### src/rtl/sfd_pkg.sv
// ----------------------------------------------------------------------------
// Serial frame deframer package
// Shared constants, framing bytes and state machine types for the deframer.
// ----------------------------------------------------------------------------
package sfd_pkg;

   localparam int BYTE_W           = 8;
   localparam int SLOT_INDEX_W     = 5;
   localparam int MAX_RESULTS      = 32;
   localparam int BUFFER_DEPTH_DEF = 32;

   // Framing bytes.
   localparam logic [BYTE_W-1:0] BYTE_SYNC = 8'hFF;
   localparam logic [BYTE_W-1:0] BYTE_ZERO = 8'h00;

   // The length byte counts six header and trailer bytes besides the payload.
   localparam int HEADER_OVERHEAD = 6;
   // Buffer slot holding the sequence number, and first payload slot.
   localparam int SEQ_SLOT        = 2;
   localparam int PAYLOAD_BASE    = 3;

   typedef enum logic [2:0] {
      PH_HUNT    = 3'd0,
      PH_SYNC0   = 3'd1,
      PH_SYNC1   = 3'd2,
      PH_LENGTH  = 3'd3,
      PH_PAYLOAD = 3'd4,
      PH_TAIL0   = 3'd5,
      PH_TAIL1   = 3'd6
   } phase_type;

   typedef enum logic [1:0] {
      EM_IDLE = 2'd0,
      EM_READ = 2'd1,
      EM_LOAD = 2'd2,
      EM_WAIT = 2'd3
   } emit_state_type;

endpackage

### src/rtl/serial_frame_deframer.sv
// ----------------------------------------------------------------------------
// Serial frame deframer
// Recovers FF 00 FF framed packets from a serial byte stream and emits the
// assembled frame buffer one byte per result transaction.
// ----------------------------------------------------------------------------
// Usage:
// The req channel carries one received serial byte per transaction. Every
// byte that does not complete a frame is accepted without a stall and gives
// no result. A frame is FF 00 FF, a length byte L, max(1, L-6) payload bytes
// and two closing FF bytes (other bytes after the payload, even between the
// FFs, are skipped). The byte that completes a frame starts the emission of
// the frame buffer on the rsp channel: min(BUFFER_DEPTH, 32) transactions,
// slot 0 first, with tlast on the final one and tuser set when payload bytes
// fell off the end of the buffer. Slot 2 holds a wrapping frame sequence
// number, payload starts at slot 3, and slots never written read as zero.
// The buffer lives in a RAM with a registered read port, so each result
// passes through three steps: address, load and handshake. While a frame
// is emitted req_tready is low; a stalled receiver simply holds the
// current result in the output register. Reset returns the deframer to the
// hunt for the first FF and zeroes the sequence number.
// ----------------------------------------------------------------------------
module serial_frame_deframer #(
   parameter int BUFFER_DEPTH = sfd_pkg::BUFFER_DEPTH_DEF
) (
   input  logic                        clock,
   input  logic                        reset,
   // Input stream, tdata: rx_byte[7:0].
   input  logic                        req_tvalid,
   output logic                        req_tready,
   input  logic [sfd_pkg::BYTE_W-1:0]  req_tdata,
   // Result stream, tdata: slot_index[4:0], slot_value[12:5], zero pad[15:13].
   output logic                        rsp_tvalid,
   input  logic                        rsp_tready,
   output logic [15:0]                 rsp_tdata,
   // tuser: truncated[0].
   output logic                        rsp_tuser,
   output logic                        rsp_tlast
);

   import sfd_pkg::*;

   localparam int AW = $clog2(BUFFER_DEPTH);
   localparam int FW = $clog2(BUFFER_DEPTH + 1);
   localparam int EmitCount = (BUFFER_DEPTH < MAX_RESULTS) ? BUFFER_DEPTH : MAX_RESULTS;

   // Deframer state.
   phase_type        phase_ff, phase_in;
   logic [7:0]       frame_length_ff, frame_length_in;
   logic [7:0]       payload_count_ff, payload_count_in;
   logic [7:0]       sequence_ff, sequence_in;
   logic             overflow_ff, overflow_in;
   // One past the highest payload slot written since the length byte.
   // Slots from the payload base up to here hold data; others read as zero.
   logic [FW-1:0]    fill_ff, fill_in;

   // Emission state.
   emit_state_type   emit_ff, emit_in;
   logic [AW-1:0]    slot_ff, slot_in;
   logic             rsp_valid_ff, rsp_valid_in;
   logic [SLOT_INDEX_W-1:0] rsp_index_ff, rsp_index_in;
   logic [BYTE_W-1:0] rsp_value_ff, rsp_value_in;
   logic             rsp_last_ff, rsp_last_in;

   // Buffer RAM port.
   logic             ram_wr_en;
   logic [AW-1:0]    ram_wr_addr;
   logic [BYTE_W-1:0] ram_wr_data;
   logic [BYTE_W-1:0] ram_rd_data;

   logic             req_fire;
   logic [8:0]       payload_idx;
   logic             payload_fits;
   logic             payload_done;
   logic [FW-1:0]    slot_ext;
   logic             slot_live;
   logic             slot_final;

   // The RAM is written only while bytes are accepted and read only while a
   // frame is emitted, and the two never overlap, so no forwarding is needed.
   sfd_ram #(
      .WIDTH (BYTE_W),
      .DEPTH (BUFFER_DEPTH)
   ) u_buffer (
      .clock   (clock),
      .wr_en   (ram_wr_en),
      .wr_addr (ram_wr_addr),
      .wr_data (ram_wr_data),
      .rd_addr (slot_ff),
      .rd_data (ram_rd_data)
   );

   assign req_tready = (emit_ff == EM_IDLE);
   assign req_fire   = req_tvalid && req_tready;

   assign payload_idx  = {1'b0, payload_count_ff} + 9'(PAYLOAD_BASE);
   assign payload_fits = payload_idx < 9'(BUFFER_DEPTH);
   // Payload ends once count + 1 + overhead reaches the length byte.
   assign payload_done = ({1'b0, payload_count_ff} + 9'd1 + 9'(HEADER_OVERHEAD))
                         >= {1'b0, frame_length_ff};

   assign slot_ext   = FW'(slot_ff);
   assign slot_live  = (slot_ff == AW'(SEQ_SLOT)) ||
                       ((slot_ext >= FW'(PAYLOAD_BASE)) && (slot_ext < fill_ff));
   assign slot_final = (slot_ff == AW'(EmitCount - 1));

   always_comb begin
      phase_in         = phase_ff;
      frame_length_in  = frame_length_ff;
      payload_count_in = payload_count_ff;
      sequence_in      = sequence_ff;
      overflow_in      = overflow_ff;
      fill_in          = fill_ff;
      emit_in          = emit_ff;
      slot_in          = slot_ff;
      rsp_valid_in     = rsp_valid_ff;
      rsp_index_in     = rsp_index_ff;
      rsp_value_in     = rsp_value_ff;
      rsp_last_in      = rsp_last_ff;
      ram_wr_en        = 1'b0;
      ram_wr_addr      = payload_idx[AW-1:0];
      ram_wr_data      = req_tdata;

      if (req_fire) begin
         unique case (phase_ff)
            PH_SYNC0: begin
               if (req_tdata == BYTE_ZERO) begin
                  phase_in = PH_SYNC1;
               end else if (req_tdata == BYTE_SYNC) begin
                  phase_in = PH_SYNC0;
               end else begin
                  phase_in = PH_HUNT;
               end
            end
            PH_SYNC1: begin
               phase_in = (req_tdata == BYTE_SYNC) ? PH_LENGTH : PH_HUNT;
            end
            PH_LENGTH: begin
               // Start a fresh buffer: only the sequence slot holds data.
               frame_length_in  = req_tdata;
               ram_wr_en        = 1'b1;
               ram_wr_addr      = AW'(SEQ_SLOT);
               ram_wr_data      = sequence_ff;
               sequence_in      = sequence_ff + 8'd1;
               overflow_in      = 1'b0;
               payload_count_in = 8'd0;
               fill_in          = FW'(PAYLOAD_BASE);
               phase_in         = PH_PAYLOAD;
            end
            PH_PAYLOAD: begin
               if (payload_fits) begin
                  ram_wr_en = 1'b1;
                  fill_in   = FW'(payload_idx + 9'd1);
               end else begin
                  overflow_in = 1'b1;
               end
               payload_count_in = payload_count_ff + 8'd1;
               if (payload_done) begin
                  payload_count_in = 8'd0;
                  phase_in         = PH_TAIL0;
               end
            end
            PH_TAIL0: begin
               if (req_tdata == BYTE_SYNC) begin
                  phase_in = PH_TAIL1;
               end
            end
            PH_TAIL1: begin
               if (req_tdata == BYTE_SYNC) begin
                  phase_in = PH_HUNT;
                  slot_in  = '0;
                  emit_in  = EM_READ;
               end
            end
            default: begin
               phase_in = (req_tdata == BYTE_SYNC) ? PH_SYNC0 : PH_HUNT;
            end
         endcase
      end

      unique case (emit_ff)
         EM_IDLE: begin
         end
         EM_READ: begin
            // RAM address is the current slot; data is ready next cycle.
            emit_in = EM_LOAD;
         end
         EM_LOAD: begin
            rsp_valid_in = 1'b1;
            rsp_index_in = SLOT_INDEX_W'(slot_ff);
            rsp_value_in = slot_live ? ram_rd_data : BYTE_ZERO;
            rsp_last_in  = slot_final;
            emit_in      = EM_WAIT;
         end
         EM_WAIT: begin
            if (rsp_tready) begin
               rsp_valid_in = 1'b0;
               if (rsp_last_ff) begin
                  emit_in = EM_IDLE;
               end else begin
                  slot_in = slot_ff + AW'(1);
                  emit_in = EM_READ;
               end
            end
         end
         default: begin
            emit_in = EM_IDLE;
         end
      endcase
   end

   always_ff @(posedge clock) begin
      if (reset) begin
         phase_ff         <= PH_HUNT;
         frame_length_ff  <= 8'd0;
         payload_count_ff <= 8'd0;
         sequence_ff      <= 8'd0;
         overflow_ff      <= 1'b0;
         fill_ff          <= '0;
         emit_ff          <= EM_IDLE;
         slot_ff          <= '0;
         rsp_valid_ff     <= 1'b0;
      end else begin
         phase_ff         <= phase_in;
         frame_length_ff  <= frame_length_in;
         payload_count_ff <= payload_count_in;
         sequence_ff      <= sequence_in;
         overflow_ff      <= overflow_in;
         fill_ff          <= fill_in;
         emit_ff          <= emit_in;
         slot_ff          <= slot_in;
         rsp_valid_ff     <= rsp_valid_in;
      end
   end

   always_ff @(posedge clock) begin
      rsp_index_ff <= rsp_index_in;
      rsp_value_ff <= rsp_value_in;
      rsp_last_ff  <= rsp_last_in;
   end

   assign rsp_tvalid = rsp_valid_ff;
   assign rsp_tdata  = {3'b000, rsp_value_ff, rsp_index_ff};
   // No input is taken during emission, so the flag is stable for the frame.
   assign rsp_tuser  = overflow_ff;
   assign rsp_tlast  = rsp_last_ff;

   // Input and output never handshake in the same emission window.
   a_no_overlap: assert property (@(posedge clock) disable iff (reset)
      !(req_tready && rsp_tvalid))
      else $error("input ready while a result is pending");

   // The final result sits at the last emitted slot.
   a_last_slot: assert property (@(posedge clock) disable iff (reset)
      rsp_tvalid && rsp_tlast |-> rsp_tdata[4:0] == SLOT_INDEX_W'(EmitCount - 1))
      else $error("tlast on a slot other than the final one");

   // Taking the final result returns the block to accepting bytes.
   a_back_to_idle: assert property (@(posedge clock) disable iff (reset)
      rsp_tvalid && rsp_tready && rsp_tlast |=> req_tready)
      else $error("block did not resume after the final result");

   // The deframer phase moves only on an accepted byte.
   a_phase_hold: assert property (@(posedge clock) disable iff (reset)
      !(req_tvalid && req_tready) |=> $stable(phase_ff))
      else $error("phase changed without an input transaction");

endmodule

### src/rtl/sfd_ram.sv
// ----------------------------------------------------------------------------
// Generic single-port-write, single-port-read RAM
// One write and one registered read per cycle; read data appears in the cycle
// after the address.
// ----------------------------------------------------------------------------
module sfd_ram #(
   parameter int WIDTH = 8,
   parameter int DEPTH = 32
) (
   input  logic                     clock,
   input  logic                     wr_en,
   input  logic [$clog2(DEPTH)-1:0] wr_addr,
   input  logic [WIDTH-1:0]         wr_data,
   input  logic [$clog2(DEPTH)-1:0] rd_addr,
   output logic [WIDTH-1:0]         rd_data
);

   logic [WIDTH-1:0] mem [DEPTH];
   logic [WIDTH-1:0] rd_data_ff;

   always_ff @(posedge clock) begin
      if (wr_en) begin
         mem[wr_addr] <= wr_data;
      end
      rd_data_ff <= mem[rd_addr];
   end

   assign rd_data = rd_data_ff;

endmodule
### config.mk
export PLATFORM = sky130hd
export DESIGN_NAME = serial_frame_deframer
export DESIGN_NICKNAME = d
export VERILOG_FILES = /design/src/rtl/sfd_pkg.sv /design/src/rtl/serial_frame_deframer.sv /design/src/rtl/sfd_ram.sv
export SDC_FILE = /design/constraint.sdc
export NUM_CORES = 1
export LEC_CHECK = 0
export BUFFER_PORTS_ARGS = -buffer_cell sky130_fd_sc_hd__clkbuf_2
export CORE_MARGIN = 1.5
export CORE_UTILIZATION = 46
export DETAILED_ROUTE_END_ITERATION = 6
export SLEW_MARGIN = 20
export SYNTH_ARGS = -nofsm -noshare
export SYNTH_HDL_FRONTEND = slang
export SYNTH_SLANG_ARGS = --single-unit
### constraint.sdc
create_clock -name clock -period 2.9 [get_ports clock]
set_input_delay 0.58 -clock clock [delete_from_list [all_inputs] [get_ports clock]]
set_output_delay 0.58 -clock clock [all_outputs]
set_load 0.02 [all_outputs]
==> out/metrics.yaml <==
status:
  status: "complete, no violations"
detailed_routing:
  first_pass_iters: 6
  antenna_left: 0
  drt_iter0_markers: 553
  finalWirelength_um: 29670
  wl_per_cell_um: 22.74
  drc: 0
  via_per_inst: 5.684
  vias: 7417
clock_tree:
  clock_sinks: 320
  cts_tree: "built"
  cts_buffer_depth: 3
  clkTransAtPathRegs_ns: 0.06
  cts-root-buf: "clkbuf_16"
  worst_skew_pair.late_latency_ns: 0.56
  post_cts_buffers: 0
  numCtsBuffers: 31
  cts-hold-fix-buffers: 0
  htreeDepth: 1
cells_and_area:
  final_cell_mix: "edfxtp_1 (270), mux4_2 (80), nand2_1 (70), buf_4 (60), dfxtp_1 (48)"
  nFillCells: 2288
  layout_commonest_cell: "edfxtp_1"
  area_growth_pct: 15.82
  diodes: 0
  finalNetCount: 929
  layout.cells.non_filler: 1305
  drive_gt1_share_pct: 27.69
global_route:
  grtUsageTotal_pct: 20.05
  grt_overflow: 0
  antenna_found_initial: 0
  grt_pass1_wl_um: 45640
  grt_pass1_vias: 7542
  grt_max_degree: 59
synth:
  syn_inst: 808
  yosysWarningCount: 0
  syn_avg_cell_area_sq_um: 16.58
  synth_seq_cells: 320
  postSynth.asyncResetShare_pct: 0
  synth_edf_count: 270
  seq_area_frac_synth_pct: 68.00
  synth_ff_type: "edfxtp_1"
  syn-cell-area_sq_um: 13400
  synthDistinctLibCells: 59
sta:
  hold_viol: 0
  setup-tns-final_ns: 0
  clock.fmax_ghz: 0.3782
  maxSlewHeadroom_pct: 60.41
  fin_ws_ns: 0.2556
  report.final.slew_viol_count: 0
  rsz0062_at_grt: "no"
  report.final.setup_viol: 0
  worst_pin_slew_ns: 0.5938
  finClkSkew_ns: 0.02116
  period_needed_ns: 2.644
  whs_ns: 0.2865
  fin_crit_sh_pct: 91.18
setup_path:
  cpPeakStageDelay_ns: 0.43
  worstPathCellList: "inv_1 -> ha_1 -> nand4_1 -> or2_1 -> a2111oi_4 -> buf_6 -> nand4_2 -> nor3_2 -> buf_4"
  startpoint_type: "flip-flop"
  setup.worst_path.class: "reg2reg"
  required_ns: 3.15
  critPathSlowestCell: "a2111oi_4"
  rrSetupSlack_ns: 0.26
  arrival_ns: 2.90
  cp-end-kind: "flip-flop"
  path_max_fanout: 10
pwr:
  fin_total_pwr_mw: 9.088
  power_frac_seq_pct: 54.7
  power_density_nw_per_um2: 585.7
  p_clk_share_pct: 43.8
  p_int_mw: 7.311
  vdd_drop_max_mv: 0.4343
  total_leakage_power_nw: 5.061
  comb_power_share_pct: 1.5
  swShare_pct: 19.56
  power_switching_mw: 1.777
floorplan:
  rows: 62
  die_h_um: 173.6
  num_io_pins: 32
  die_area_sq_um: 30150
  die_w_um: 173.6
  coreArea_sq_um: 28700
  initial_core_util_pct: 46.67
placement:
  dp.cells: 1249
  pre_cts_slack_ns: 0.1883
  hpwl_um: 19660
  portBuffers: 28
  gp_congestion: 0.8517
worst_hold_path:
  hold_class: "in2reg"
job:
  maxCapViolCount: 0
## repair_timing
action / 4_1_cts / 5_1_grt
endpoints found under the hold margin: 0 / 0
endpoints found under the setup margin: 0 / 74
resized for setup: 0 / 2
## worst max-delay path: cells and delay by family (launching register included)
family                     cells  cell delay, ns
and+or+nand+nor                4            0.73
buffers and inverters          3            0.59
AOI/OAI and AO/OA              1            0.43
DFF                            1            0.36
adders and majority gates      1            0.22
## metal layers
| metal | vias up | track usage, % | routed length [um] | part of all wire, % |
|---|---|---|---|---|
| li1 | 3349 | - | - | - |
| met1 | 3814 | 27.64 | 12850 | 43 |
| met2 | 208 | 33.75 | 14720 | 50 |
| met3 | 46 | 2.961 | 1519 | 5.1 |
| met4 | 0 | 5.065 | 581 | 2.0 |
| met5 | - | 0 | 0 | 0 |
## final timing paths
kind / from / endpoint / cells after the start
worst min register to register: frame_length_ff[1]$_SDFFE_PP0P_ / frame_length_ff[1]$_SDFFE_PP0P_ / 2
worst max-delay path: payload_count_ff[0]$_SDFFE_PP0P_ / u_buffer.mem[20][0]$_DFFE_PP_ / 9
worst min-delay path: req_tdata[2] / frame_length_ff[2]$_SDFFE_PP0P_ / 3
worst max register to register: payload_count_ff[0]$_SDFFE_PP0P_ / u_buffer.mem[20][0]$_DFFE_PP_ / 9
## cell usage after synthesis, types with 4 or more instances
cell type  instances  share of area (%)
nor2_1            38                1.1
nor3b_1            5               0.28
nand2_1           70                2.0
o21a_1             7               0.39
o2111ai_1          4               0.26
xnor2_1           11               0.72
nor4_1            11               0.51
xor2_1            14               0.92
mux4_2            80                 13
and2_1             4               0.19
a21oi_1           25               0.93
a31oi_1            4               0.19
edfxtp_1         270                 61
buf_2             13               0.49
nor3_1            27                1.0
buf_4             11               0.62
a211oi_1          10               0.56
dfxtp_1           50                7.5
nand2b_1           4               0.19
a21o_1             6               0.34
nand3_1            6               0.22
nand4_1           11               0.51
o21ai_0            6               0.22
inv_1             26               0.73
ha_1              19                1.8
buf_1              5               0.14
clkbuf_1          16               0.45
mux2_2             8               0.67
## area by class of cell
| cell class | count | area (sq um) | area share [%] |
|---|---|---|---|
| Tap cell | 384 | 480.5 | 3.097 |
| Multi-Input combinational cell | 418 | 3971 | 25.60 |
| Inverter | 26 | 97.59 | 0.6290 |
| Timing Repair Buffer | 101 | 842.1 | 5.427 |
| Clock inverter | 24 | 230.2 | 1.484 |
| Sequential cell | 320 | 9114 | 58.74 |
| Clock buffer | 32 | 779.5 | 5.024 |
## power by group through the flow
stage                     sequential (mW)  clock, mW  combinational (mW)
after detailed placement             5.07          0               0.137
after CTS                            4.97       4.06               0.138
after global placement               5.07          0               0.133
after global routing                 4.97       4.24               0.145
after floorplan                      5.07          0              0.0497
final                                4.97       3.98               0.135
## cell families after synthesis
kind of cell | after synthesis | synth area share, %
adders and majority gates | 19 | 1.775
and+or+nand+nor | 197 | 7.220
other | 1 | 0.02799
AOI/OAI and AO/OA | 84 | 4.568
muxes | 90 | 14.27
buffers and inverters | 72 | 2.503
DFF | 320 | 68.00
xor gates and xnor gates | 25 | 1.635
## state kept, by name, summed over array words and instances (netlist names)
name,count
sequence_ff,8
frame_length_ff,8
slot_ff,5
fill_ff,6
emit_ff,2
phase_ff,3
u_buffer.rd_data,8
rsp_index_ff,5
rsp_tuser,1
payload_count_ff,8
u_buffer.mem,256
rsp_tvalid,1
rsp_value_ff,8
rsp_tlast,1
## metrics by stage
stage / cell area [sq um] / utilization, %
after global placement: 14500 / 50.50
final: 15510 / 54.05
after floorplan: 13410 / -
after CTS: 15500 / 54.02
after detailed placement: 14500 / 50.50
after global routing: 15510 / 54.05
(Power assumes the default switching activity.)
